## src/cnv3_pkg.sv

```systemverilog
// Shared types and constants for the 3x3 convolution block.
// No dependencies; every other file refers to this package by scoped name.
package cnv3_pkg;

    localparam int PIX_W      = 8;
    localparam int KROW_W     = 24;
    localparam int CFG_IDX_W  = 3;
    localparam int CFG_DATA_W = 24;
    localparam int SIZE_FIELD_W = 12;
    localparam int PIX_MAX    = 255;

    // Laplacian edge kernel, left coefficient in the low byte
    localparam logic [KROW_W-1:0] KROW_OUTER_RST  = 24'hFFFFFF;
    localparam logic [KROW_W-1:0] KROW_MIDDLE_RST = 24'hFF08FF;

    localparam logic ACT_PIXEL = 1'b0;
    localparam logic ACT_FLUSH = 1'b1;

    typedef enum logic [CFG_IDX_W-1:0] {
        REG_IMAGE_WIDTH   = 3'd0,
        REG_IMAGE_HEIGHT  = 3'd1,
        REG_KERNEL_TOP    = 3'd2,
        REG_KERNEL_MIDDLE = 3'd3,
        REG_KERNEL_BOTTOM = 3'd4
    } cfg_reg_t;

    typedef logic [PIX_W-1:0]  pix_t;
    typedef logic [KROW_W-1:0] krow_t;
    typedef pix_t [8:0]        window_t;

    // border flags for one result, plus end-of-image mark
    typedef struct packed {
        logic top_ok;
        logic bot_ok;
        logic left_ok;
        logic right_ok;
        logic last;
    } tag_t;

endpackage

```

## src/cnv3_if.sv

```systemverilog


interface cnv3_out_if;
    logic          valid;
    logic          ready;
    cnv3_pkg::pix_t pixel_out;
    logic          last;

    modport source (output valid, output pixel_out, output last, input ready);
    modport sink   (input valid, input pixel_out, input last, output ready);
endinterface

```

## src/cnv3_mac.sv

```systemverilog
// Coefficient multiply stage, then sum, clamp and the result register.
// Uses cnv3_pkg; drives the result channel.
module cnv3_mac #(
    parameter int COEFF_BITS = 8
) (
    input  logic              clk,
    input  logic              rst_n,
    input  logic              s2_valid,
    input  cnv3_pkg::window_t window,
    input  cnv3_pkg::tag_t    s2_tag,
    output logic              s3_ready,
    input  cnv3_pkg::krow_t   kernel_top,
    input  cnv3_pkg::krow_t   kernel_mid,
    input  cnv3_pkg::krow_t   kernel_bot,
    cnv3_out_if.source        results
);

    localparam int PW = COEFF_BITS + cnv3_pkg::PIX_W + 1;
    localparam int SW = PW + 4;

    logic                 s3_valid_reg;
    logic signed [PW-1:0] prod_reg [9];
    logic signed [PW-1:0] prod_next [9];
    logic                 s3_last_reg;
    logic                 out_valid_reg;
    cnv3_pkg::pix_t       out_pix_reg;
    logic                 out_last_reg;

    logic                 out_free, s3_adv, take;
    logic [2:0]           row_ok, col_ok;
    cnv3_pkg::krow_t      krow;
    logic signed [COEFF_BITS-1:0] coef;
    logic signed [SW-1:0] sum;
    cnv3_pkg::pix_t       clamped;

    assign out_free = !out_valid_reg || results.ready;
    assign s3_ready = !s3_valid_reg || out_free;
    assign s3_adv   = s3_valid_reg && out_free;
    assign take     = s2_valid && s3_ready;

    assign row_ok = {s2_tag.bot_ok, 1'b1, s2_tag.top_ok};
    assign col_ok = {s2_tag.right_ok, 1'b1, s2_tag.left_ok};

    always_comb
    begin
        krow = kernel_top;
        coef = '0;
        for (int k = 0; k < 9; k++)
        begin
            unique case (k / 3)
                0:       krow = kernel_top;
                1:       krow = kernel_mid;
                default: krow = kernel_bot;
            endcase
            coef = $signed(krow[8*(k % 3) +: COEFF_BITS]);
            if (row_ok[k / 3] && col_ok[k % 3])
                prod_next[k] = PW'(coef) * $signed({1'b0, window[k]});
            else
                prod_next[k] = '0;
        end
    end

    always_comb
    begin
        sum = '0;
        for (int k = 0; k < 9; k++)
            sum = sum + SW'(prod_reg[k]);
        if (sum < 0)
            clamped = '0;
        else if (sum > SW'(cnv3_pkg::PIX_MAX))
            clamped = cnv3_pkg::pix_t'(cnv3_pkg::PIX_MAX);
        else
            clamped = sum[cnv3_pkg::PIX_W-1:0];
    end

    always_ff @(posedge clk)
    begin
        if (take)
        begin
            prod_reg    <= prod_next;
            s3_last_reg <= s2_tag.last;
        end
        if (s3_adv)
        begin
            out_pix_reg  <= clamped;
            out_last_reg <= s3_last_reg;
        end
    end

    always_ff @(posedge clk or negedge rst_n)
    begin
        if (!rst_n)
        begin
            s3_valid_reg  <= 1'b0;
            out_valid_reg <= 1'b0;
        end
        else
        begin
            if (take)
                s3_valid_reg <= 1'b1;
            else if (s3_adv)
                s3_valid_reg <= 1'b0;

            if (s3_adv)
                out_valid_reg <= 1'b1;
            else if (results.ready)
                out_valid_reg <= 1'b0;
        end
    end

    assign results.valid     = out_valid_reg;
    assign results.pixel_out = out_pix_reg;
    assign results.last      = out_last_reg;

endmodule

```

## src/flat_wrapper.sv

```systemverilog
// flat-port wrapper written by rule: the top's interface ports become plain ports
module cnv3_mac_flat 
#(
    parameter int COEFF_BITS = 8
)
  (clk, rst_n, s2_valid, window, s2_tag, s3_ready, kernel_top, kernel_mid, kernel_bot, results_valid, results_pixel_out, results_last, results_ready);
  cnv3_out_if results_i ();
  input  logic clk;
  input  logic rst_n;
  input  logic s2_valid;
  input  cnv3_pkg::window_t window;
  input  cnv3_pkg::tag_t s2_tag;
  output logic s3_ready;
  input  cnv3_pkg::krow_t kernel_top;
  input  cnv3_pkg::krow_t kernel_mid;
  input  cnv3_pkg::krow_t kernel_bot;
  output wire logic [$bits(results_i.valid)-1:0] results_valid;
  output wire logic [$bits(results_i.pixel_out)-1:0] results_pixel_out;
  output wire logic [$bits(results_i.last)-1:0] results_last;
  input wire logic [$bits(results_i.ready)-1:0] results_ready;
  assign results_valid = results_i.valid;
  assign results_pixel_out = results_i.pixel_out;
  assign results_last = results_i.last;
  assign results_i.ready = results_ready;
  cnv3_mac #(.COEFF_BITS(COEFF_BITS)) u_core (.clk(clk), .rst_n(rst_n), .s2_valid(s2_valid), .window(window), .s2_tag(s2_tag), .s3_ready(s3_ready), .kernel_top(kernel_top), .kernel_mid(kernel_mid), .kernel_bot(kernel_bot), .results(results_i));
endmodule
```

## config.mk

```make
export PLATFORM = sky130hd
export DESIGN_NAME = cnv3_mac_flat
export DESIGN_NICKNAME = d
export VERILOG_FILES = /design/src/cnv3_pkg.sv /design/src/cnv3_if.sv /design/src/cnv3_mac.sv /design/src/flat_wrapper.sv
export SDC_FILE = /design/constraint.sdc
export NUM_CORES = 2
export LEC_CHECK = 0
export ABC_AREA = 1
export BUFFER_PORTS_ARGS = -buffer_cell sky130_fd_sc_hd__buf_2
export CORE_ASPECT_RATIO = 0.5
export CORE_MARGIN = 2
export CORE_UTILIZATION = 25
export CTS_CLUSTER_DIAMETER = 60
export CTS_CLUSTER_SIZE = 16
export DETAILED_ROUTE_END_ITERATION = 16
export MAX_ROUTING_LAYER = met4
export PLACE_DENSITY = 0.44
export SYNTH_ARGS = -nofsm -noshare
export SYNTH_HDL_FRONTEND = slang
export SYNTH_SLANG_ARGS = --single-unit
```

## constraint.sdc

```tcl
create_clock -name clk -period 13.5 [get_ports clk]
set_input_delay 1.35 -clock clk [delete_from_list [all_inputs] [get_ports clk]]
set_output_delay 1.35 -clock clk [all_outputs]
set_load 0.02 [all_outputs]
```

; After elaboration in Yosys (flattened, before gate mapping)
; Cells that the tools add are included.
[word_totals]
in_bits = 153
out_inout_bits = 11
ff_bits = 165
elab_cells = 50
[op_classes]
n_reduce_logical = 12
order_cmp = 2
n_addsub = 8
n_mul = 9
n_mux = 5
[op_table]
columns = cell, count
row1 = $mul A8 B9 Y17, 9
row2 = $add A21 B17 Y21, 6
row3 = $gt A21 B9 Y1 const B, 1
row4 = $lt A21 B1 Y1 const B, 1
row5 = $add A18 B17 Y19, 1
row6 = $add A17 B17 Y18, 1
row7 = $mux W8, 1
row8 = $logic_and A1 B1 Y1, 6
row9 = $mux W1, 4
row10 = $reduce_bool A2 Y1, 2
row11 = $logic_not A1 Y1, 2
row12 = $logic_or A1 B1 Y1, 2

; Longest topological paths before layout
[logic_depth]
word_depth = 10
ltp_mapped = 32
ltp_nobuf = 32

; Least setup slack after synthesis
; OpenSTA, ideal clock, no wires.
[synth_path]
path_kind = reg-to-reg
start = register u_core.prod_reg[103] (netlist name)
end = register u_core.out_pix_reg[0] (netlist: u_core.results.pixel_out[0]), data pin
arrival_ps = 5672
required_ps = 13238
setup_ps = 262
slack_ps = 7566
path_stages_with_launch = 30
period_less_slack_ps = 5934
path_buffers = 0
path_cell_list = edfxtp_1 > fa_1 > ha_1 > fa_1 > nand2_1 > nand3_1 > o21ai_0 > inv_1 > a21oi_1 > o21ai_0 > xor2_1 > fa_1 > inv_1 > fa_1 > fa_1 > fa_1 > inv_1 > ha_1 > nand2_1 > inv_1 > a21oi_1 > nand2_1 > nor2_1 > nand2_1 > nand2_1 > nand2_1 > nor2_1 > nand3_1 > nor2_4 > a21oi_1
[synth_between]
elab_chain_len = 9
elab_cells_between_ends = 10
classes_between = add/sub (7) / order compare (2) / mux (1)
[synth_rtl]
columns = element, line
row1 = from (decl), cnv3_mac.sv:22  ; logic signed [PW-1:0] prod_reg [9];
row2 = from (signal assigned), cnv3_mac.sv:80  ; prod_reg <= prod_next;
row3 = $add A18 B17 Y19 *, cnv3_mac.sv:67  ; sum = sum + SW'(prod_reg[k]);
row4 = $add A21 B17 Y21 * (6 in a row), cnv3_mac.sv:67
row5 = $gt A21 B9 Y1, cnv3_mac.sv:70  ; else if (sum > SW'(cnv3_pkg::PIX_MAX))
row6 = $mux W8, cnv3_mac.sv:70
row7 = to (signal assigned), cnv3_mac.sv:85  ; out_pix_reg <= clamped;
row8 = to (decl), cnv3_mac.sv:26  ; cnv3_pkg::pix_t out_pix_reg;
; Every way passes the cells marked *; elsewhere a longest branch is shown, timed or not.
; A chain may end at the register's enable or synchronous reset.

; Worst setup path after layout
[layout_path]
start = register u_core.prod_reg[103] (netlist name)
end = register u_core.out_pix_reg[4] (netlist: u_core.results.pixel_out[4]), data pin
; The elaborated chain is that of the path after synthesis.

==> out/metrics.cfg <==
[clock_network]
path_clk_slew_ns=0.08
cts_root_buf=clkbuf_16
cts_tree=done
cts_buffer_depth=2
cts_sinks=165
cts_hold_buf=0
post_cts_resized=0
cts_setup_buffers=0
h-tree-depth=4
numCtsBuffers=17
clk_latency_ns=0.46

[grt]
antenna_found_initial=5
grt.total_usage_pct=12.77
globalRouteOverflowTotal=0
grt_pass1_wl_um=124700
grt_pass1_vias=23870
grt_max_degree=86

[routing]
route.met3.wl_um=1901
wl_met1_um=35850
ant_nets=0
wl_met2_um=37000
dr.pass1.iters=5
first_iter_violations=1141
drt-total-wl_um=75630
vias=22720
drcViolationCount=0
avgRoutedWirePerCell_um=13.79
viasPerCell=4.143
top_layer=met4

[timing]
max_freq_mhz=151.9
final.setup.tns_ns=0
worstMarginPinSlew_ns=1.141
period_share_pct=48.76
setup_viol=0
period_needed_ns=6.582
fin_worst_skew_ns=0.01275
slew_headroom_pct=23.92
hold_viol=0
rsz0062_at_grt=false
slew_viol_final=0

[place]
place.gp.congestion=0.8360
portBuffers=163
dp_hpwl_um=65560

[die]
row_count=90
die_area_um2=125900
die_h_um=251.9
io-pin-count=164
initial_utilization_pct=25.33
fp.dieW_um=499.7
core_area_um2=121300

[yosys]
syn_area_um2=30720
netlist_instances=3820
yosys.area.top_type_share_pct=28.93
synth_nets=4843
synth.distinct_cells=36
synth_seq_area_share_pct=16.10
yosysWarningCount=0
syn_area_per_cell_um2=8.042
yosysTopAreaCell=fa_1
ys_top_cells_by_area=fa_1 29%, ha_1 17%, edfxtp_1 16%
ys_ff_latch=165

[setup_path]
cp_slowest_cell=fa_1
cpPeakStageDelay_ns=0.50
setup.worst_path.class=register to register
end_kind=register
crit_fanout=8
rr_startpoint=u_core.prod_reg[103]
rrSetupSlack_ns=6.92
cp_data_required_time_ns=13.69
crit_start=u_core.prod_reg[103]
cp.arrival_ns=6.77
worst_setup_path_start_kind=register
cp_common_cell=nand2_1

[cells_and_area]
largest_reg_flops=153
fillCellCount=13090
drive_gt1_share_pct=6.691
syn_to_final_growth_pct=9.482
final_nets=4881

[hold_path]
hp-start=u_core.s3_last_reg
min_path_type=register to register

[flow_run]
maxCapViolations=0

[outcome]
outcome=finished clean

## critical path: cells and delay by family (launching register included)
family          cells  cell delay, ns
fa+ha+maj           8            3.39
compound gates      5            0.85
buf+inv             4            0.29
flops               1            0.40
simple gates       11            1.11
xor+xnor            1            0.29
## through the flow
step | utilization [%] | setup slack [ns] | hold WS [ns] | instances | area [um^2]
finish | 27.73 | 6.918 | 0.4234 | 5483 | 33630
global route | 27.73 | 6.438 | 0.4478 | 5483 | 33630
CTS | 27.73 | 6.921 | 0.4261 | 5481 | 33630
detailed placement | 27.23 | 6.929 | 0.4066 | 5449 | 33020
global placement | 27.23 | 6.985 | 0.4042 | 5449 | 33020
floorplan | - | 7.566 | 0.4003 | 3820 | 30720
## cells by family after synthesis
logic type | share of synthesized area, %
AOI/OAI and AO/OA | 6.199
xor gates and xnor gates | 1.336
adders and majority gates | 46.28
buffers and inverters | 15.51
DFF | 16.10
and+or+nand+nor | 14.58
## synthesized netlist by cell type, drive strengths merged
cell	n
nand4	22
o21ai	135
nor2	136
a22oi	1
dfrtp	2
o21bai	6
nor4	4
nand3b	2
o21a	2
edfxtp	163
xor2	27
xnor2	19
o22ai	1
a31oi	6
o2111ai	2
nor3	21
nand3	75
or2	48
a21o	4
ha	426
a21oi	212
nand2	792
inv	1122
o31ai	1
fa	444
buf	3
clkinv	2
clkbuf	142
## path summary, 6_finish.rpt
check                                         endpoint  depth (start not counted)
setup / recovery           u_core.results.pixel_out[4]                         29
hold / removal                     u_core.results.last                          0
setup reg to reg           u_core.results.pixel_out[4]                         29
hold reg to reg                    u_core.results.last                          0
max in group asynchronous          u_core.s3_valid_reg                          1
min in group asynchronous         u_core.results.valid                          1
## layout make-up
class	count	area, um^2	area share [%]
clock buffers	17	425.4	1.265
clock inverters	15	183.9	0.5469
well taps	1610	2014	5.989
flip-flops and latches	165	4945	14.70
repair buffers	164	823.3	2.448
diodes	2	5.005	0.01488
inverters	1124	4224	12.56
multi-input cells	2386	21010	62.48
## placed cells by master (no fill, tap or decap), types with 2 or more instances in the layout
cell        count
clkbuf_16      17
inv_8           3
ha_1          426
inv_2           2
xor2_1         26
nand2_1       788
inv_6           6
nor4_1          4
buf_2         163
a21o_1          3
a21oi_1       212
xnor2_1        19
nor2_1        133
clkinvlp_4      4
nand3_2         2
nand2_2         4
nor3_1         20
fa_1          444
edfxtp_1      163
o21bai_1        6
diode_2         2
nand3b_1        2
nor2_2          2
a31oi_1         6
o21ai_0       135
nand3_1        73
or2_2          48
clkinv_1        2
o21a_1          2
o2111ai_1       2
inv_1        1119
dfrtp_1         2
bufinv_16       2
nand4_1        22
## layer usage
| layer | GRT usage [%] | vias up |
|---|---|---|
| met1 | 16.63 | 11000 |
| met5 | - | - |
| met2 | 21.60 | 237 |
| li1 | - | 11440 |
| met3 | 1.547 | 42 |
| met4 | 2.147 | 0 |
Power is left out: the tool's default activity adds up to more than one toggle a clock period on the data nets, which glitch-free logic cannot reach.
