$ cat src/cnv3_pkg.sv
// Shared types and constants for the 3x3 convolution block.
// No dependencies; every other file refers to this package by scoped name.
package cnv3_pkg;

    localparam int PIX_W      = 8;
    localparam int KROW_W     = 24;
    localparam int CFG_IDX_W  = 3;
    localparam int CFG_DATA_W = 24;
    localparam int SIZE_FIELD_W = 12;
    localparam int PIX_MAX    = 255;

    // Laplacian edge kernel, left coefficient in the low byte
    localparam logic [KROW_W-1:0] KROW_OUTER_RST  = 24'hFFFFFF;
    localparam logic [KROW_W-1:0] KROW_MIDDLE_RST = 24'hFF08FF;

    localparam logic ACT_PIXEL = 1'b0;
    localparam logic ACT_FLUSH = 1'b1;

    typedef enum logic [CFG_IDX_W-1:0] {
        REG_IMAGE_WIDTH   = 3'd0,
        REG_IMAGE_HEIGHT  = 3'd1,
        REG_KERNEL_TOP    = 3'd2,
        REG_KERNEL_MIDDLE = 3'd3,
        REG_KERNEL_BOTTOM = 3'd4
    } cfg_reg_t;

    typedef logic [PIX_W-1:0]  pix_t;
    typedef logic [KROW_W-1:0] krow_t;
    typedef pix_t [8:0]        window_t;

    // border flags for one result, plus end-of-image mark
    typedef struct packed {
        logic top_ok;
        logic bot_ok;
        logic left_ok;
        logic right_ok;
        logic last;
    } tag_t;

endpackage

$ cat src/cnv3_if.sv
// Valid/ready channel interfaces for pixel requests and convolution results.
// Depends on cnv3_pkg for the pixel type.
interface cnv3_in_if;
    logic          valid;
    logic          ready;
    logic          action;
    cnv3_pkg::pix_t pixel_in;

    modport source (output valid, output action, output pixel_in, input ready);
    modport sink   (input valid, input action, input pixel_in, output ready);
endinterface


$ cat src/cnv3_ctrl.sv
// Configuration registers and raster position tracking for the 3x3 convolution.
// Decides per request whether it shifts in and whether it yields a result. Uses cnv3_pkg.
module cnv3_ctrl #(
    parameter int MAX_WIDTH  = 2048,
    parameter int MAX_HEIGHT = 2048,
    localparam int AW = $clog2(MAX_WIDTH),
    localparam int WW = $clog2(MAX_WIDTH + 1),
    localparam int HW = $clog2(MAX_HEIGHT + 1),
    localparam int RW = $clog2(MAX_HEIGHT + 2),
    localparam int DW = $clog2(MAX_WIDTH + 3)
) (
    input  logic                                clk,
    input  logic                                rst_n,
    cnv3_in_if.sink                             pixels,
    input  logic                                s1_ready,
    input  logic                                cfg_we,
    input  logic [cnv3_pkg::CFG_IDX_W-1:0]      cfg_index,
    input  logic [cnv3_pkg::CFG_DATA_W-1:0]     cfg_data,
    output logic                                load,
    output cnv3_pkg::pix_t                      load_pix,
    output logic [AW-1:0]                       load_col,
    output logic                                load_emit,
    output cnv3_pkg::tag_t                      load_tag,
    output cnv3_pkg::krow_t                     kernel_top,
    output cnv3_pkg::krow_t                     kernel_mid,
    output cnv3_pkg::krow_t                     kernel_bot
);

    localparam int W_RST = (2048 > MAX_WIDTH) ? MAX_WIDTH : 2048;
    localparam int H_RST = (2048 > MAX_HEIGHT) ? MAX_HEIGHT : 2048;

    logic [WW-1:0] width_reg,  width_next;
    logic [HW-1:0] height_reg, height_next;
    cnv3_pkg::krow_t ktop_reg, kmid_reg, kbot_reg;

    logic [AW-1:0] in_col_reg,  in_col_next;
    logic [RW-1:0] in_row_reg,  in_row_next;
    logic [DW-1:0] pend_reg,    pend_next;    // inputs taken minus results given
    logic [AW-1:0] out_col_reg, out_col_next;
    logic [HW-1:0] out_row_reg, out_row_next;

    logic          accept, complete, do_shift, wrap, emit, restart;
    logic [WW:0]   col_inc;
    logic [DW-1:0] pend_inc;
    logic [31:0]   size_val;
    cnv3_pkg::cfg_reg_t cfg_sel;
    cnv3_pkg::tag_t tag;

    assign pixels.ready = s1_ready;
    assign accept   = pixels.valid && s1_ready;
    assign cfg_sel  = cnv3_pkg::cfg_reg_t'(cfg_index);
    assign size_val = {{(32 - cnv3_pkg::SIZE_FIELD_W){1'b0}},
                       cfg_data[cnv3_pkg::SIZE_FIELD_W-1:0]};
    assign restart  = cfg_we && (cfg_sel == cnv3_pkg::REG_IMAGE_WIDTH ||
                                 cfg_sel == cnv3_pkg::REG_IMAGE_HEIGHT);

    always_comb
    begin
        width_next  = width_reg;
        height_next = height_reg;
        if (cfg_we)
        begin
            unique case (cfg_sel)
                cnv3_pkg::REG_IMAGE_WIDTH:
                    width_next = WW'((size_val == 32'd0) ? 32'd1 :
                                     (size_val > 32'(MAX_WIDTH)) ? 32'(MAX_WIDTH) : size_val);
                cnv3_pkg::REG_IMAGE_HEIGHT:
                    height_next = HW'((size_val == 32'd0) ? 32'd1 :
                                      (size_val > 32'(MAX_HEIGHT)) ? 32'(MAX_HEIGHT) : size_val);
                default: ;
            endcase
        end
    end

    always_comb
    begin
        complete = in_row_reg >= RW'(height_reg);
        do_shift = (pixels.action == cnv3_pkg::ACT_FLUSH) ? complete : !complete;
        col_inc  = (WW+1)'(in_col_reg) + (WW+1)'(1);
        wrap     = col_inc >= (WW+1)'(width_reg);
        pend_inc = pend_reg + DW'(1);
        // a result is due once the window holds the row below it
        emit     = {1'b0, pend_inc} >= ((DW+1)'(width_reg) + (DW+1)'(2));

        tag.top_ok   = out_row_reg != '0;
        tag.bot_ok   = ((HW+1)'(out_row_reg) + (HW+1)'(1)) < (HW+1)'(height_reg);
        tag.left_ok  = out_col_reg != '0;
        tag.right_ok = ((WW+1)'(out_col_reg) + (WW+1)'(1)) < (WW+1)'(width_reg);
        tag.last     = !tag.bot_ok && !tag.right_ok;

        in_col_next  = in_col_reg;
        in_row_next  = in_row_reg;
        pend_next    = pend_reg;
        out_col_next = out_col_reg;
        out_row_next = out_row_reg;

        if (restart)
        begin
            in_col_next  = '0;
            in_row_next  = '0;
            pend_next    = '0;
            out_col_next = '0;
            out_row_next = '0;
        end
        else if (load)
        begin
            in_col_next = wrap ? '0 : AW'(col_inc);
            in_row_next = wrap ? in_row_reg + RW'(1) : in_row_reg;
            pend_next   = emit ? pend_reg : pend_inc;
            if (emit)
            begin
                if (tag.last)
                begin
                    in_col_next  = '0;
                    in_row_next  = '0;
                    pend_next    = '0;
                    out_col_next = '0;
                    out_row_next = '0;
                end
                else if (!tag.right_ok)
                begin
                    out_col_next = '0;
                    out_row_next = out_row_reg + HW'(1);
                end
                else
                begin
                    out_col_next = out_col_reg + AW'(1);
                end
            end
        end
    end

    assign load      = accept && do_shift;
    assign load_pix  = (pixels.action == cnv3_pkg::ACT_FLUSH) ? '0 : pixels.pixel_in;
    assign load_col  = in_col_reg;
    assign load_emit = emit;
    assign load_tag  = tag;

    assign kernel_top = ktop_reg;
    assign kernel_mid = kmid_reg;
    assign kernel_bot = kbot_reg;

    always_ff @(posedge clk or negedge rst_n)
    begin
        if (!rst_n)
        begin
            width_reg   <= WW'(W_RST);
            height_reg  <= HW'(H_RST);
            ktop_reg    <= cnv3_pkg::KROW_OUTER_RST;
            kmid_reg    <= cnv3_pkg::KROW_MIDDLE_RST;
            kbot_reg    <= cnv3_pkg::KROW_OUTER_RST;
            in_col_reg  <= '0;
            in_row_reg  <= '0;
            pend_reg    <= '0;
            out_col_reg <= '0;
            out_row_reg <= '0;
        end
        else
        begin
            width_reg   <= width_next;
            height_reg  <= height_next;
            in_col_reg  <= in_col_next;
            in_row_reg  <= in_row_next;
            pend_reg    <= pend_next;
            out_col_reg <= out_col_next;
            out_row_reg <= out_row_next;
            if (cfg_we && cfg_sel == cnv3_pkg::REG_KERNEL_TOP)
                ktop_reg <= cfg_data[cnv3_pkg::KROW_W-1:0];
            if (cfg_we && cfg_sel == cnv3_pkg::REG_KERNEL_MIDDLE)
                kmid_reg <= cfg_data[cnv3_pkg::KROW_W-1:0];
            if (cfg_we && cfg_sel == cnv3_pkg::REG_KERNEL_BOTTOM)
                kbot_reg <= cfg_data[cnv3_pkg::KROW_W-1:0];
        end
    end

    assert property (@(posedge clk) disable iff (!rst_n)
        (WW+1)'(in_col_reg) < (WW+1)'(width_reg))
    else $error("input column beyond image width");

    assert property (@(posedge clk) disable iff (!rst_n)
        out_row_reg < height_reg)
    else $error("output row beyond image height");

    assert property (@(posedge clk) disable iff (!rst_n)
        (DW+1)'(pend_reg) <= ((DW+1)'(width_reg) + (DW+1)'(1)))
    else $error("pending result count overran the line delay");

endmodule

$ cat src/flat_wrapper.sv
// flat-port wrapper written by rule: the top's interface ports become plain ports
module cnv3_ctrl_flat 
#(
    parameter int MAX_WIDTH  = 2048,
    parameter int MAX_HEIGHT = 2048,
    localparam int AW = $clog2(MAX_WIDTH),
    localparam int WW = $clog2(MAX_WIDTH + 1),
    localparam int HW = $clog2(MAX_HEIGHT + 1),
    localparam int RW = $clog2(MAX_HEIGHT + 2),
    localparam int DW = $clog2(MAX_WIDTH + 3)
)
  (clk, rst_n, s1_ready, cfg_we, cfg_index, cfg_data, load, load_pix, load_col, load_emit, load_tag, kernel_top, kernel_mid, kernel_bot, pixels_valid, pixels_action, pixels_pixel_in, pixels_ready);
  cnv3_in_if pixels_i ();
  input  logic clk;
  input  logic rst_n;
  input  logic s1_ready;
  input  logic cfg_we;
  input  logic [cnv3_pkg::CFG_IDX_W-1:0] cfg_index;
  input  logic [cnv3_pkg::CFG_DATA_W-1:0] cfg_data;
  output logic load;
  output cnv3_pkg::pix_t load_pix;
  output logic [AW-1:0] load_col;
  output logic load_emit;
  output cnv3_pkg::tag_t load_tag;
  output cnv3_pkg::krow_t kernel_top;
  output cnv3_pkg::krow_t kernel_mid;
  output cnv3_pkg::krow_t kernel_bot;
  input wire logic [$bits(pixels_i.valid)-1:0] pixels_valid;
  input wire logic [$bits(pixels_i.action)-1:0] pixels_action;
  input wire logic [$bits(pixels_i.pixel_in)-1:0] pixels_pixel_in;
  output wire logic [$bits(pixels_i.ready)-1:0] pixels_ready;
  assign pixels_i.valid = pixels_valid;
  assign pixels_i.action = pixels_action;
  assign pixels_i.pixel_in = pixels_pixel_in;
  assign pixels_ready = pixels_i.ready;
  cnv3_ctrl #(.MAX_WIDTH(MAX_WIDTH), .MAX_HEIGHT(MAX_HEIGHT)) u_core (.clk(clk), .rst_n(rst_n), .pixels(pixels_i), .s1_ready(s1_ready), .cfg_we(cfg_we), .cfg_index(cfg_index), .cfg_data(cfg_data), .load(load), .load_pix(load_pix), .load_col(load_col), .load_emit(load_emit), .load_tag(load_tag), .kernel_top(kernel_top), .kernel_mid(kernel_mid), .kernel_bot(kernel_bot));
endmodule
$ cat config.mk
export PLATFORM = sky130hd
export DESIGN_NAME = cnv3_ctrl_flat
export DESIGN_NICKNAME = d
export VERILOG_FILES = /design/src/cnv3_pkg.sv /design/src/cnv3_if.sv /design/src/cnv3_ctrl.sv /design/src/flat_wrapper.sv
export SDC_FILE = /design/constraint.sdc
export NUM_CORES = 1
export LEC_CHECK = 0
export ABC_CLOCK_PERIOD_IN_PS = 4400
export BUFFER_PORTS_ARGS = -buffer_cell sky130_fd_sc_hd__buf_4
export CORE_MARGIN = 8
export CORE_UTILIZATION = 52
export CTS_CLUSTER_SIZE = 24
export DETAILED_ROUTE_END_ITERATION = 8
export PLACE_DENSITY = 0.77
export SKIP_LAST_GASP = 1
export SLEW_MARGIN = 20
export SYNTH_ARGS = -nofsm -noshare
export SYNTH_HDL_FRONTEND = slang
export SYNTH_SLANG_ARGS = --single-unit
$ cat constraint.sdc
create_clock -name clk -period 4.4 [get_ports clk]
set_clock_uncertainty 0.2 [all_clocks]
set_input_delay 1.32 -clock clk [delete_from_list [all_inputs] [get_ports clk]]
set_output_delay 1.32 -clock clk [all_outputs]
set_load 0.01 [all_outputs]
# Yosys cells after proc, flatten, opt, wreduce, memory -nomap -nowiden
# Index checks and enable logic that the tools add are counted.
# W data, S select, Z words.
# totals
ff_bits,154
latchBits,0
mem_bits_rw,0
rom_bits,0
in_bits,41
output_inout_bits,99
word_cells,79
memories,0
# op_classes
n_addsub,8
n_mul,0
div_mod_pow,0
order_cmp,6
eq_ne,5
shifts,0
muxes,29
n_bitwise,0
n_reduce_logical,21
# ops
op,n
$mux W12,17
$mux W11,10
$add A12 B1 Y12 const B,3
$logic_not A32 Y1,1
$lt A13 B12 Y1,2
$add A11 B1 Y12 const B,2
$add A12 B1 Y13 const B,1
$add A12 B2 Y13 const B,1
$ge A12 B13 Y1,1
$ge A13 B12 Y1,1
$ge A12 B12 Y1,1
$gt A12 B12 Y1 const B,1
$reduce_bool A12 Y1,1
$add A11 B1 Y11 const B,1
$reduce_bool A11 Y1,1
$mux W8,1
$logic_and A1 B1 Y1,7
$eq A3 B2 Y1 const B,2
$reduce_and A2 Y1,3
$reduce_bool A2 Y1,2
$eq A3 B1 Y1 const B,1
$eq A3 B3 Y1 const B,1
$logic_not A1 Y1,3
$logic_not A3 Y1,1
4 further kinds,4

# Depth between registers and ports, before layout
# depth
depth_word,8
ltp_mapped,17

# Worst setup path after synthesis
# Ideal clock, no wire load.
# synth_timing
path_type,register -> output
from,reg u_core.pend_reg[0]
to,out load_emit
arrival_time_ns,2.793
t_required_ns,2.880
setup_slack_ns,0.087
stages_incl_launch_ff,14
cell_sequence,dfrtp_1 -> ha_1 -> and3_1 -> and3_1 -> and3_1 -> nand3_1 -> xnor2_1 -> ha_1 -> a21o_1 -> a211o_1 -> a211oi_1 -> or2_1 -> buf_6 -> clkinv_4
# synth_via
elab_chain_len,2
# synth_lines
item,line,rtl
"start, declared",cnv3_ctrl.sv:38,"logic [DW-1:0] pend_reg, pend_next;"
"start signal, assigned",cnv3_ctrl.sv:164,pend_reg <= pend_next;
$add A12 B1 Y12,cnv3_ctrl.sv:81,pend_inc = pend_reg + DW'(1);
$ge A12 B13 Y1,cnv3_ctrl.sv:83,"emit = {1'b0, pend_inc} >= ((DW+1)'(width_reg) + (DW+1)'(2));"
"end, declared",flat_wrapper.sv:23,output logic load_emit;
# No other way between the ends.

# Final worst setup path
# Same ends and word-level chain as after synthesis.

==> qor.txt <==
status: finished with violations
failing checks: setup timing
Yosys top cell by area: dfrtp_1
synthesized cell area: 8840 um2
top cells by area, synth: dfrtp_1 (25%), dfstp_2 (20%), mux2_2 (9.7%)
Power Density: 433 nW/um2
Setup Crit Path Kind: register to output pin
number of global-route vias before repair: 7381
Die Span Y: 146 um
GPL Wtd Cong: 0.851
share of the synthesized area in the top cell type: 24.6%
most common cell in the netlist: dfrtp_1
Reg clk slew, reported paths: 0.07 ns
FFs w/ async S/R, synth: 100%
worst skew pair latency: 0.43 ns
Slew headroom: 47.0%
crit path max fanout: 2
synth unique cells: 67
share of layout cells above drive strength 1: 41.4%
Avg Cell Area, Syn: 10.6 um2
CTS tree: done
HP Class: register to register
Die W: 146 um
clk buf depth: 2
R2R Path End: u_core.out_row_reg[8]
core area: 16600 um2
largest net degree at the start of global routing: 82
multi-input logic area: 4820 um2
Top Ports: 140
hold depth: 2
sequential element share of the synthesized area: 44.5%
number of flops mapped to enable cells by yosys: 0
leak pwr: 5.16 nW
Cell Rows: 47
# fillers: 1265
r2r setup slk: 0.45 ns
clk sink count: 154
DRC viols: 0
Area Growth Syn to Fin: 27.4%
number of diodes: 0
1st-pass router iterations: 5
WHS Endpoint: u_core.height_reg[6]
fin crit share: 106%
Reg area: 3950 um2
Synth Flop Type: dfrtp_1
DR iter-0 viols: 286
post-layout util: 67.9%
Syn Nets: 942
Worst Path Arrival: 3.14 ns
Post-Route WL: 23.8 mm
Max VDD drop: 0.000344 V
Hold Vio Cnt, Final: 0
HP Start: u_core.height_reg[6]
final net count: 1118
RSZ-0062 raised after global routing: yes
Worst Reg2Reg Path Length in Cells: 16
DPL Wire Length: 16.6 mm
Final ANT Viol Nets: 0
final setup fails: 2
PortBufs: 139
Syn. warnings: 0
commonest cells in the netlist: dfrtp_1 (87), mux2_2 (76), dfstp_2 (67)
Post-Place Setup Slack: -0.0105 ns
via/cell ratio: 5.77
Syn Inst Count: 835
H-tree depth: 4
final setup margin: -0.259 ns
CP required: 2.88 ns
Yosys reg bits: 154
initial antenna violation count: 0
Period minus WS final: 4.66 ns
fin. max-slew vios: 0
routed vias: 7177
crit end category: output pin
Max Fclk: 215 MHz
clock buffer count from CTS: 17
grt ovf: 0
first-pass GRT wire length: 37.5 mm
Die Area: 21400 um2
gr usage total: 21.7%
Initial Util: 53.3%
mean routed wirelength per cell: 19.1 um
reg-to-reg critical path startpoint: u_core.pend_reg[0]
CP startpoint kind: register
Worst-Margin Slew: 0.789 ns
root buf cell: clkbuf_16
Max Cap Viol: 0
==> layout make-up <==
cell class	instances	area share, %
tap	220	2.44
multi-input combinational	613	42.8
timing repair buffer	191	13.0
inverter	34	1.20
sequential	154	35.0
clock inverter	15	1.82
clock buffer	17	3.78
==> cells in the final DEF, fill, tap and decap left out, types with 11 or more instances in the layout <==
master     netlist  layout
or3_1           12      11
ha_1            66      62
and3_1          18      12
nand3_1         41      37
nand2b_1        17      17
dfstp_2         67      67
buf_4            1     186
o21ai_0         52      52
dfrtp_1         87      80
xnor2_1         37      34
nor2_1          36      34
mux2_2          76      76
xor2_1          21      20
nand2_1         59      58
inv_1           31      30
a31oi_1         11      11
clkbuf_16        0      17
a21oi_1         30      29
==> how the worst max path moves through the flow <==
stage | from | to | slack (ns) | cells past startpoint
finish | u_core.pend_reg[0] | load_emit | -0.26 | 13
global route | u_core.pend_reg[0] | load_emit | -0.43 | 13
CTS | u_core.pend_reg[0] | load_emit | -0.25 | 13
detailed placement | u_core.pend_reg[1] | load_emit | -0.01 | 13
global placement | u_core.pend_reg[1] | load_emit | 0.05 | 13
floorplan | u_core.pend_reg[0] | load_emit | 0.09 | 13
==> critical path, cell delays in order, from the launching register on <==
cell      delay [ns]
dfrtp_1         0.37
ha_2            0.19
and3_4          0.19
and3_4          0.19
and3_4          0.19
nand3_2         0.11
xnor2_2         0.17
ha_1            0.29
a21o_1          0.16
a211o_1         0.26
a211oi_2        0.23
or2_4           0.20
clkinv_4        0.04
buf_4           0.13
==> cell families (layout without fill, tap and decap cells) <==
| family | Yosys count | count (layout) | synth area share [%] |
|---|---|---|---|
| compound gates | 169 | 169 | 12.8 |
| xor+xnor | 58 | 58 | 5.75 |
| fa+ha+maj | 66 | 66 | 9.34 |
| buf+inv | 68 | 257 | 3.38 |
| flops | 154 | 154 | 44.5 |
| mux | 79 | 79 | 10.0 |
| simple gates | 241 | 241 | 14.2 |
==> timing repair <==
| item | CTS | global route |
|---|---|---|
| buffers inserted | 16 | 14 |
| pin swaps | 15 | 15 |
| hold buffers | 0 | 0 |
| hold endpoints to repair | 0 | 0 |
| resized for setup | 31 | 17 |
| endpoints found under the setup margin | 4 | 4 |
==> metal layers <==
metal | global-route usage (%) | vias to the layer above | part of all wire (%)
met5 | 0 | - | 0
met4 | 8.04 | 0 | 1.9
met3 | 8.99 | 45 | 10
met2 | 36.0 | 268 | 48
met1 | 24.7 | 3494 | 40
li1 | - | 3370 | -
==> report_power, final <==
part / internal [W] / switching, W / leakage (nW)
registers: 0.00174 / 0.000176 / 1.86
clock network: 0.000824 / 0.000695 / 0.305
logic: 0.000709 / 0.000733 / 2.99
total: 0.00327 / 0.00160 / 5.16
==> through the flow <==
step                cells  total power [W]  hold slack (ns)  instance area [um2]  setup TNS, ns
floorplan             835          0.00266            0.250                 8840              0
CTS                  1230          0.00488            0.286                11100         -0.254
global route         1244          0.00512            0.320                11300         -0.687
global placement     1182          0.00325            0.260                10200              0
detailed placement   1182          0.00329            0.270                10200        -0.0105
finish               1244          0.00487            0.284                11300         -0.301
No activity file was read; power rests on OpenSTA's default activity.
